### src/rtl/bst_pkg.sv
`timescale 1ns / 1ps

package bst_pkg;

  // Position counter width; positions saturate at all ones
  localparam int PosW  = 16;
  localparam int LenW  = 16;
  localparam int ValW  = 31;
  localparam int KindW = 5;

  localparam logic [PosW-1:0] PosMax = '1;
  localparam logic [LenW-1:0] LenMax = '1;
  localparam logic [ValW-1:0] ValMax = '1;

  // Result queue between the scanner and the output port
  localparam int QDepth = 3;
  localparam int QCntW  = 2;

  typedef enum logic [KindW-1:0] {
    K_BAD     = 5'd0,
    K_PLUS    = 5'd1,
    K_MINUS   = 5'd2,
    K_STAR    = 5'd3,
    K_SLASH   = 5'd4,
    K_LPAREN  = 5'd5,
    K_RPAREN  = 5'd6,
    K_LBRACE  = 5'd7,
    K_RBRACE  = 5'd8,
    K_BANG    = 5'd9,
    K_BANG_EQ = 5'd10,
    K_EQ      = 5'd11,
    K_EQ_EQ   = 5'd12,
    K_LT      = 5'd13,
    K_LT_EQ   = 5'd14,
    K_GT      = 5'd15,
    K_GT_EQ   = 5'd16,
    K_AND_AND = 5'd17,
    K_OR_OR   = 5'd18,
    K_EOF     = 5'd19,
    K_NUMBER  = 5'd20,
    K_SPACE   = 5'd21,
    K_IDENT   = 5'd22
  } token_kind_e;

  typedef enum logic [3:0] {
    M_IDLE,
    M_NUM,
    M_SPACE,
    M_IDENT,
    M_BANG,
    M_EQ,
    M_LT,
    M_GT,
    M_AMP,
    M_PIPE
  } scan_mode_e;

  typedef struct packed {
    logic [7:0] text_byte;
    logic       end_of_text;
  } in_beat_t;

  typedef struct packed {
    logic [KindW-1:0] token_kind;
    logic [15:0]      token_start;
    logic [LenW-1:0]  token_length;
    logic [ValW-1:0]  number_value;
    logic             number_overflow;
    logic             last_of_run;
  } out_beat_t;

  // Up to two tokens produced by one byte
  typedef struct packed {
    logic [1:0] cnt;
    out_beat_t  tok0;
    out_beat_t  tok1;
  } step_res_t;

endpackage

### src/rtl/bst_scan.sv
`timescale 1ns / 1ps

module bst_scan import bst_pkg::*; (
  input  logic      clk_i,
  input  logic      rst_ni,
  input  logic      step_i,
  input  in_beat_t  item_i,
  output step_res_t res_o
);

  scan_mode_e      mode_q, mode_d;
  logic [PosW-1:0] begin_q, begin_d;
  logic [PosW-1:0] pos_q, pos_d;
  logic [ValW-1:0] acc_q, acc_d;
  logic            ovf_q, ovf_d;
  logic [LenW-1:0] run_q, run_d;

  logic [7:0]      c;
  logic            is_end, is_digit, is_alpha, is_sp_start, is_sp_cont;
  logic [3:0]      dig;
  logic [ValW+3:0] prod;
  logic            prod_ovf;
  logic [ValW-1:0] acc_add;
  logic [PosW-1:0] pos_inc;
  logic [LenW-1:0] run_inc;
  logic            pend_vld, pair_hit, cont, new_emit;
  token_kind_e     pend_kind, pair_kind, new_kind;
  scan_mode_e      new_mode;
  out_beat_t       pend_tok, pair_tok, new_tok, eof_tok;
  step_res_t       res;

  // Character classes
  assign c           = item_i.text_byte;
  assign is_end      = item_i.end_of_text | (c == 8'h00);
  assign is_digit    = (c >= 8'h30) && (c <= 8'h39);
  assign is_alpha    = ((c >= 8'h61) && (c <= 8'h7a)) || ((c >= 8'h41) && (c <= 8'h5a));
  assign is_sp_start = (c == 8'h20) || (c == 8'h09) || (c == 8'h0a) || (c == 8'h0d);
  assign is_sp_cont  = (c == 8'h20) || ((c >= 8'h09) && (c <= 8'h0d));
  assign dig         = c[3:0];

  // acc * 10 + digit, saturating
  assign prod     = ({4'b0, acc_q} << 3) + ({4'b0, acc_q} << 1) + (ValW+4)'(dig);
  assign prod_ovf = prod > (ValW+4)'(ValMax);
  assign acc_add  = prod_ovf ? ValMax : prod[ValW-1:0];

  assign pos_inc = (pos_q == PosMax) ? pos_q : pos_q + PosW'(1);
  assign run_inc = (run_q == LenMax) ? run_q : run_q + LenW'(1);

  // Pending token kind and lookahead pair match
  always_comb begin
    pend_kind = K_BAD;
    pair_kind = K_BAD;
    pair_hit  = 1'b0;
    cont      = 1'b0;
    case (mode_q)
      M_NUM: begin
        pend_kind = K_NUMBER;
        cont      = is_digit;
      end
      M_SPACE: begin
        pend_kind = K_SPACE;
        cont      = is_sp_cont;
      end
      M_IDENT: begin
        pend_kind = K_IDENT;
        cont      = is_alpha;
      end
      M_BANG: begin
        pend_kind = K_BANG;
        pair_kind = K_BANG_EQ;
        pair_hit  = (c == 8'h3d);
      end
      M_EQ: begin
        pend_kind = K_EQ;
        pair_kind = K_EQ_EQ;
        pair_hit  = (c == 8'h3d);
      end
      M_LT: begin
        pend_kind = K_LT;
        pair_kind = K_LT_EQ;
        pair_hit  = (c == 8'h3d);
      end
      M_GT: begin
        pend_kind = K_GT;
        pair_kind = K_GT_EQ;
        pair_hit  = (c == 8'h3d);
      end
      M_AMP: begin
        pair_kind = K_AND_AND;
        pair_hit  = (c == 8'h26);
      end
      M_PIPE: begin
        pair_kind = K_OR_OR;
        pair_hit  = (c == 8'h7c);
      end
      default: ;
    endcase
  end

  // Token started by this byte
  always_comb begin
    new_emit = 1'b1;
    new_mode = M_IDLE;
    new_kind = K_BAD;
    case (c)
      8'h2b: new_kind = K_PLUS;
      8'h2d: new_kind = K_MINUS;
      8'h2a: new_kind = K_STAR;
      8'h2f: new_kind = K_SLASH;
      8'h28: new_kind = K_LPAREN;
      8'h29: new_kind = K_RPAREN;
      8'h7b: new_kind = K_LBRACE;
      8'h7d: new_kind = K_RBRACE;
      8'h21: begin new_emit = 1'b0; new_mode = M_BANG; end
      8'h3d: begin new_emit = 1'b0; new_mode = M_EQ;   end
      8'h3c: begin new_emit = 1'b0; new_mode = M_LT;   end
      8'h3e: begin new_emit = 1'b0; new_mode = M_GT;   end
      8'h26: begin new_emit = 1'b0; new_mode = M_AMP;  end
      8'h7c: begin new_emit = 1'b0; new_mode = M_PIPE; end
      default: begin
        if (is_digit) begin
          new_emit = 1'b0;
          new_mode = M_NUM;
        end else if (is_sp_start) begin
          new_emit = 1'b0;
          new_mode = M_SPACE;
        end else if (is_alpha) begin
          new_emit = 1'b0;
          new_mode = M_IDENT;
        end
      end
    endcase
  end

  // Candidate tokens
  always_comb begin
    pend_vld = (mode_q != M_IDLE);

    pend_tok                 = '0;
    pend_tok.token_kind      = pend_kind;
    pend_tok.token_start     = 16'(begin_q);
    pend_tok.token_length    = run_q;
    pend_tok.number_value    = (mode_q == M_NUM) ? acc_q : '0;
    pend_tok.number_overflow = (mode_q == M_NUM) ? ovf_q : 1'b0;

    pair_tok              = '0;
    pair_tok.token_kind   = pair_kind;
    pair_tok.token_start  = 16'(begin_q);
    pair_tok.token_length = run_inc;

    new_tok              = '0;
    new_tok.token_kind   = new_kind;
    new_tok.token_start  = 16'(pos_q);
    new_tok.token_length = LenW'(1);

    eof_tok             = '0;
    eof_tok.token_kind  = K_EOF;
    eof_tok.token_start = 16'(pos_q);
  end

  // Next state and results of one byte
  always_comb begin
    mode_d  = mode_q;
    begin_d = begin_q;
    pos_d   = pos_q;
    acc_d   = acc_q;
    ovf_d   = ovf_q;
    run_d   = run_q;
    res     = '0;

    if (is_end) begin
      mode_d = M_IDLE;
      if (pend_vld) begin
        res.tok0 = pend_tok;
        res.tok1 = eof_tok;
        res.cnt  = 2'd2;
      end else begin
        res.tok0 = eof_tok;
        res.cnt  = 2'd1;
      end
    end else if (cont) begin
      run_d = run_inc;
      pos_d = pos_inc;
      if (mode_q == M_NUM) begin
        acc_d = acc_add;
        ovf_d = ovf_q | prod_ovf;
      end
    end else if (pair_hit) begin
      res.tok0 = pair_tok;
      res.cnt  = 2'd1;
      mode_d   = M_IDLE;
      pos_d    = pos_inc;
    end else begin
      pos_d  = pos_inc;
      mode_d = new_mode;
      if (!new_emit) begin
        begin_d = pos_q;
        run_d   = LenW'(1);
        acc_d   = (new_mode == M_NUM) ? ValW'(dig) : '0;
        ovf_d   = 1'b0;
      end
      if (pend_vld) begin
        res.tok0 = pend_tok;
        res.tok1 = new_tok;
        res.cnt  = new_emit ? 2'd2 : 2'd1;
      end else if (new_emit) begin
        res.tok0 = new_tok;
        res.cnt  = 2'd1;
      end
    end

    // Mark the last token of this byte
    if (res.cnt == 2'd1) res.tok0.last_of_run = 1'b1;
    if (res.cnt == 2'd2) res.tok1.last_of_run = 1'b1;
  end

  assign res_o = res;

  // Scanner state
  always_ff @(posedge clk_i or negedge rst_ni) begin
    if (!rst_ni) begin
      mode_q  <= M_IDLE;
      begin_q <= '0;
      pos_q   <= '0;
      acc_q   <= '0;
      ovf_q   <= 1'b0;
      run_q   <= '0;
    end else if (step_i) begin
      mode_q  <= mode_d;
      begin_q <= begin_d;
      pos_q   <= pos_d;
      acc_q   <= acc_d;
      ovf_q   <= ovf_d;
      run_q   <= run_d;
    end
  end

endmodule

### src/rtl/byte_stream_tokenizer.sv
`timescale 1ns / 1ps
// Each result passes through the input register and then the result queue before it leaves.
// Throughput: one byte per cycle while the output is not stalled and each byte yields at most
// one token; a byte that closes a pending token and emits another holds back the next byte.
// Reset: asynchronous, active low; clears scanner state, position, the input valid flag
// and the result queue count, nothing pending; the held byte and queue entries keep their values.

module byte_stream_tokenizer import bst_pkg::*; (
  input  logic      clk_i,
  input  logic      rst_ni,
  input  logic      in_valid_i,
  output logic      in_stall_o,
  input  in_beat_t  in_data_i,
  output logic      out_valid_o,
  input  logic      out_stall_i,
  output out_beat_t out_data_o
);

  logic             in_vld_q, in_vld_d;
  in_beat_t         in_data_q;
  logic             in_acc, step, pop;
  step_res_t        res;
  logic [1:0]       push_n;
  logic [QCntW-1:0] cnt_q, cnt_d, wr_base;
  out_beat_t        q_q [QDepth];
  out_beat_t        q_d [QDepth];

  // Input register: a byte moves on once the queue has room for two tokens
  assign step       = in_vld_q && (cnt_q <= QCntW'(QDepth - 2));
  assign in_stall_o = in_vld_q && !step;
  assign in_acc     = in_valid_i && !in_stall_o;
  assign in_vld_d   = in_acc || (in_vld_q && !step);

  always_ff @(posedge clk_i or negedge rst_ni) begin
    if (!rst_ni) begin
      in_vld_q <= 1'b0;
    end else begin
      in_vld_q <= in_vld_d;
    end
  end

  always_ff @(posedge clk_i) begin
    if (in_acc) begin
      in_data_q <= in_data_i;
    end
  end

  bst_scan u_scan (
    .clk_i  (clk_i),
    .rst_ni (rst_ni),
    .step_i (step),
    .item_i (in_data_q),
    .res_o  (res)
  );

  // Result queue: head at entry 0, shifts down on each output beat
  assign pop     = (cnt_q != '0) && !out_stall_i;
  assign push_n  = step ? res.cnt : 2'd0;
  assign wr_base = cnt_q - QCntW'(pop);
  assign cnt_d   = wr_base + QCntW'(push_n);

  always_comb begin
    for (int i = 0; i < QDepth - 1; i++) begin
      q_d[i] = pop ? q_q[i+1] : q_q[i];
    end
    q_d[QDepth-1] = q_q[QDepth-1];
    for (int i = 0; i < QDepth; i++) begin
      if ((push_n != 2'd0) && (QCntW'(i) == wr_base)) q_d[i] = res.tok0;
      if ((push_n == 2'd2) && (QCntW'(i) == wr_base + QCntW'(1))) q_d[i] = res.tok1;
    end
  end

  always_ff @(posedge clk_i or negedge rst_ni) begin
    if (!rst_ni) begin
      cnt_q <= '0;
    end else begin
      cnt_q <= cnt_d;
    end
  end

  always_ff @(posedge clk_i) begin
    for (int i = 0; i < QDepth; i++) begin
      q_q[i] <= q_d[i];
    end
  end

  assign out_valid_o = (cnt_q != '0);
  assign out_data_o  = q_q[0];

  // Two tokens from one byte: only the second closes the run
  a_two_last: assert property (@(posedge clk_i) disable iff (!rst_ni)
    (step && res.cnt == 2'd2) |-> (!res.tok0.last_of_run && res.tok1.last_of_run))
    else $error("two-token byte marks the wrong last token");

  // A single token from one byte closes the run
  a_one_last: assert property (@(posedge clk_i) disable iff (!rst_ni)
    (step && res.cnt == 2'd1) |-> res.tok0.last_of_run)
    else $error("single-token byte not marked last");

  // A stalled byte stays held in the input register
  a_stall_hold: assert property (@(posedge clk_i) disable iff (!rst_ni)
    in_stall_o |=> (in_vld_q && $stable(in_data_q)))
    else $error("stalled byte lost from input register");

  // Queue never overfills
  a_no_overfill: assert property (@(posedge clk_i) disable iff (!rst_ni)
    step |-> ({1'b0, wr_base} + {1'b0, QCntW'(push_n)} <= (QCntW+1)'(QDepth)))
    else $error("result queue overflow");

endmodule
### config.mk
export PLATFORM = sky130hd
export DESIGN_NAME = byte_stream_tokenizer
export DESIGN_NICKNAME = d
export VERILOG_FILES = /design/src/rtl/bst_pkg.sv /design/src/rtl/bst_scan.sv /design/src/rtl/byte_stream_tokenizer.sv
export SDC_FILE = /design/constraint.sdc
export NUM_CORES = 1
export LEC_CHECK = 0
export BUFFER_PORTS_ARGS = -buffer_cell sky130_fd_sc_hd__buf_4
export CAP_MARGIN = 20
export CELL_PAD_IN_SITES_DETAIL_PLACEMENT = 1
export CELL_PAD_IN_SITES_GLOBAL_PLACEMENT = 1
export CORE_AREA = 2 2 212 214
export DETAILED_ROUTE_END_ITERATION = 8
export DIE_AREA = 0 0 214 216
export PLACE_DENSITY = 0.8
export REMOVE_ABC_BUFFERS = 1
export SETUP_SLACK_MARGIN = 0.05
export SYNTH_ARGS = -nofsm -noshare
export SYNTH_HDL_FRONTEND = slang
export SYNTH_SLANG_ARGS = --single-unit
### constraint.sdc
create_clock -name clk_i -period 10.8 [get_ports clk_i]
set_clock_uncertainty 0.1 [all_clocks]
set_input_delay 1.62 -clock clk_i [delete_from_list [all_inputs] [get_ports clk_i]]
set_output_delay 1.62 -clock clk_i [all_outputs]
set_load 0.005 [all_outputs]
; Word level (Yosys, flattened, before mapping)
; Memory sizes are Yosys's and may differ from the RTL's.
; Cells that the tools add are included.
[totals]
register_bits = 96
ram_bits = 210
in_bits = 13
output_inout_bits = 72
elab_cells = 166
memories = 1
[classes]
add_sub_neg = 7
magnitude_cmp = 10
n_eq_ne = 41
muxes = 53
bitwise_logic = 7
n_reduce_logical = 37
[memory_table]
columns = memory, words, width, read_ports, rd_clocked_by_memory_dff, write_ports, line_no
row1 = q_q, 3, 70, 3, 0, 3, byte_stream_tokenizer.sv:25  ; out_beat_t q_q [QDepth];
[ops]
columns = cell, n
row1 = 70-bit 2-to-1 mux, 10
row2 = 142-bit 2-to-1 mux, 2
row3 = 72-bit 2-to-1 mux, 3
row4 = 31-bit 2-to-1 mux, 6
row5 = "8-bit by 6-bit equality test with 1-bit output, second input constant", 12
row6 = 71-bit 2-to-1 mux, 1
row7 = 69-bit 2-to-1 mux, 1
row8 = 16-bit 2-to-1 mux, 4
row9 = 34-bit by 32-bit adder with 35-bit output, 1
row10 = 35-bit by 4-bit adder with 35-bit output, 1
row11 = "35-bit by 31-bit greater-than comparator with 1-bit output, second input constant", 1
row12 = 5-bit one-hot mux with 7 select lines, 1
row13 = "16-bit by 1-bit adder with 16-bit output, second input constant", 2
row14 = "16-bit equality test, second input constant", 2
row15 = 4-bit one-hot mux with 8 select lines, 1
row16 = 5-bit one-hot mux with 6 select lines, 1
row17 = 4-bit one-hot mux with 7 select lines, 1
row18 = "8-bit by 4-bit equality test with 1-bit output, second input constant", 3
row19 = "8-bit by 7-bit equality test with 1-bit output, second input constant", 3
row20 = 4-bit 2-to-1 mux, 6
row21 = "4-bit by 3-bit equality test with 1-bit output, second input constant", 4
row22 = "8-bit by 7-bit greater-or-equal comparator with 1-bit output, second input constant", 2
row23 = "8-bit by 7-bit <= comparator with 1-bit output, second input constant", 2
row24 = 1-bit logical AND, 14
row25 = other kinds (36), 71

; Logic depth before layout (Yosys ltp)
[logic_depth]
word_depth = 17
mapped_depth = 16

; Cells and area by module
; A second synthesis with hierarchy kept.
[hier_totals]
cells_unflattened = 2130
hier_area_um2 = 20210.6
[by_module_without_submodules]
columns = module, instances, cells_each, area_each_um2
row1 = byte_stream_tokenizer, 1, 1143, 12299.3
row2 = bst_scan, 1, 987, 7911.3

; Least setup slack after synthesis
; Ideal clock, no wire load.
[synth_path]
path_kind = input to register
from = in out_stall_i
to = mem q_q[0][0] (netlist bit) (enable)
setup_ns = 0.480
arrival_time_ns = 4.081
required_time_ns = 10.220
path_slack_ns = 6.139
cell_stages = 11
path_buffers = 5
path_cell_list = nand2b_1 -> clkbuf_1 -> inv_2 -> clkbuf_1 -> clkbuf_1 -> ha_1 -> nand2_1 -> or2_1 -> buf_2 -> clkbuf_1 -> nand3_1
[synth_rtl]
columns = item, line_no
row1 = start: declaration, byte_stream_tokenizer.sv:15  ; input logic out_stall_i,
row2 = end: declaration, byte_stream_tokenizer.sv:25

==> results by group <==
Final layout
  – Leading cell type in the layout, fill and taps excluded: nand2_1
  – Final core utilization: 43.0%
  – Diodes inserted: 0
  – Share of cells above drive strength 1: between 10% and 20%
  – NumNets Final: 2,051
  – Fin cells: 2,588
  – Layout Area Growth over Synthesis: 8.85%
  – Final instance area: ~19,000 um^2
  – Most frequent cells in the layout: 341 x nand2_1, 209 x nor2_1, 169 x a21oi_1, 141 x dfxtp_1, 118 x o21ai_0

Worst setup path
  – Worst setup path category: flop to flop
  – Crit end category: flop
  – Delay-heaviest family, CP: simple AND/OR/NAND/NOR gates
  – CP startpoint kind: flop
  – Crit path largest cell delay: 0.73 ns
  – Critical Path AT: ~5.9 ns
  – CP Buf/Inv Count: 3
  – Worst path required time: about 11 ns
  – Crit Path Max Fanout: 54
  – Crit-path cells: or3_1 > nor2_1 > clkinv_1 > ha_1 > or3_1 > a31oi_2 > or2_2 > buf_4 > nand3_1 > buf_4
  – CP max-delay cell: nor2_1

STA
  – Total negative slack: 0 ns
  – Slew Viols, Final: 0
  – Actual slew at the worst max-slew pin: 1.13 ns
  – Fmax: 175 MHz
  – Unrepaired setup endpoints after global routing: false
  – Minimum clock period: roughly 5.7 ns
  – Final period util: 53.0%
  – Worst hold slack: between 0.3 and 0.4 ns
  – Final worst slack: 5.07 ns
  – Final hold vios: 0
  – Relative slew slack: 25.0%
  – Final setup fails: 0

Clocking
  – CTS H-tree depth: 2
  – CTS clk-pin slew, worst paths: 0.06 ns
  – Clock tree sinks: 306
  – Hold_buf cts: 0
  – Post-cts gate resize count: 0
  – Worst skew pair latency: 0.55 ns
  – Postcts setup bufs: 0
  – Clk buf depth: 3
  – CTS Buf Count: 36
  – Root Buffer: clkbuf_16
  – CTS tree: built

Drt
  – DRT antenna net count: 0
  – Pre-Repair DR Iteration Count: 5
  – Wirelength per Cell: about 20 um
  – Iter 0 DRT Violations: 940
  – DRC Markers: 0
  – DR vias/cell: 5.85
  – DR vias: 15,200
  – Final wirelength: between 50 and 60 mm

Power and ir drop
  – Flop pwr share: 38.7%
  – Max IR drop VDD: 122 uV
  – PwrDens: roughly 230 nW/um^2
  – Static Leakage: approximately 7.7 nW
  – Tot Pwr: 4.24 mW
  – Clock share of power: 27.2%
  – Sw Ratio: 38.1%
  – Int Power: 2.63 mW
  – Switching pwr: approximately 1.6 mW
  – Comb pwr share: 34.1%

Placed design
  – Placed cell areas: between 15,000 and 20,000 um^2
  – Post-DP HPWL: 33.0 mm
  – # port buffers: between 80 and 90
  – Dpl ws: 4.44 ns
  – Dpl cells: 2,522
  – GP Congestion: 0.845

Job
  – Maxcap violations: 0

Yosys
  – Avg Inst Size Synth: 8.46 um^2
  – Number of synthesized flops with an enable pin: between 70 and 80
  – Sequential cell area fraction in the yosys report: between 40 and 50%
  – Gate Count Post-Synth: 2,046
  – Synth warn: 0
  – Ys flop type: dfxtp_1
  – Netlist cell types: 87
  – Synthesized cell area: 17,300 um^2
  – Synthesized flop and latch total: 306
  – Ys async rst share: 28.4%

Floorplanning
  – Die width: 214 um
  – Die area: 46,200 um^2
  – # IOs: 85
  – Row count: 77
  – Height of the die: 216 um
  – Core ar.: approximately 44,000 um^2
  – Starting Density: between 30% and 40%

GRT
  – Gr usage total: around 22%
  – First-pass GRT wire length: 84.0 mm
  – Maximum number of pins on one net before global-route repair: 97
  – Initial antenna violation count: 0
  – Gr ovfl total: 0
  – Vias in the first global route: roughly 16,000

Run status
  – Status: completed

Hold path
  – Tightest Hold Check Type: flop to flop
cell families (layout without fill, tap and decap cells):
kind of cell / count (synthesis) / in the layout / share of synthesized area, %
fa+ha+maj: 68 / 68 / 5.00
compound gates: 592 / 592 / 22.1
xor+xnor: 46 / 46 / 2.33
mux: 23 / 23 / 1.48
flops: 306 / 306 / 42.4
buf+inv: 248 / 198 / 7.45
simple gates: 763 / 763 / 19.3
per-layer routing:
metal	up-vias	global-route usage, %	wire [um]
li1	7128	-	-
met1	7628	29.4	24000
met2	301	36.7	24200
met3	93	3.24	1980
met4	0	7.51	1380
met5	-	0	0
sequential cells by signal, indices dropped and copies added, names as in the netlist, 2 cells and up:
signal / flops
u_scan.begin_q: 16
q_q: 210
u_scan.mode_q: 4
u_scan.pos_q: 16
u_scan.run_q: 16
in_data_q: 9
cnt_q: 2
u_scan.acc_q: 31
power groups by stage:
stage | logic [mW] | clock network (mW) | registers (mW)
after CTS | 1.44 | 1.18 | 1.64
after global placement | 1.36 | 0 | 1.65
after detailed placement | 1.42 | 0 | 1.66
after global routing | 1.59 | 1.22 | 1.66
after floorplan | 0.865 | 0 | 1.61
final | 1.45 | 1.16 | 1.64
cell usage after synthesis, drive strengths merged, types with 11 or more instances:
cell / count / area share, %
a311oi: 24 / 1.2
dfrtp: 87 / 13
xnor2: 28 / 1.4
nand3: 76 / 2.2
and3: 12 / 0.43
dfxtp: 141 / 16
ha: 66 / 4.8
a221o: 27 / 1.6
nand4: 14 / 0.51
nand2: 342 / 7.5
inv: 25 / 0.54
a211oi: 16 / 0.75
buf: 126 / 4.8
a31oi: 74 / 2.7
nor3: 29 / 0.87
clkbuf: 96 / 2.1
a22o: 21 / 1.1
or3: 11 / 0.40
nor2: 216 / 4.7
and2: 12 / 0.43
a21o: 20 / 0.87
o22ai: 46 / 1.7
xor2: 18 / 0.91
mux2: 21 / 1.4
o211ai: 12 / 0.52
o21ai: 125 / 3.7
a21oi: 171 / 5.0
edfxtp: 78 / 14
tightest hold or removal path: stages (launching register included):
cell	delay, ns
dfxtp_1	0.31
nand2_1	0.05
a21oi_1	0.05
area by class of cell:
type	instances	area (um^2)
clock inverters	6	36.3
flip-flops and latches	306	7340
clock buffers	58	1050
multi-input cells	1492	8740
repair buffers	108	838
well taps	592	741
inverters	26	97.6
fillers	5111	25000
worst paths after layout:
| kind | startpoint | to | slack, ns | depth (start not counted) |
|---|---|---|---|---|
| min | q_q[0][171]$_SDFFE_PP0N_ | q_q[0][171]$_SDFFE_PP0N_ | 0.36 | 2 |
| max in group asynchronous | rst_ni | u_scan.acc_q[24]$_DFFE_PN0P_ | 8.50 | 2 |
| min reg2reg | q_q[0][171]$_SDFFE_PP0N_ | q_q[0][171]$_SDFFE_PP0N_ | 0.36 | 2 |
| max reg2reg | u_scan.mode_q[1]$_DFFE_PN0P_ | q_q[0][132]$_DFFE_PP_ | 5.07 | 10 |
| min in group asynchronous | rst_ni | cnt_q[0]$_DFF_PN0_ | 0.91 | 1 |
| max | u_scan.mode_q[1]$_DFFE_PN0P_ | q_q[0][132]$_DFFE_PP_ | 5.07 | 10 |
Note: power is estimated with default switching activity, not from simulation.
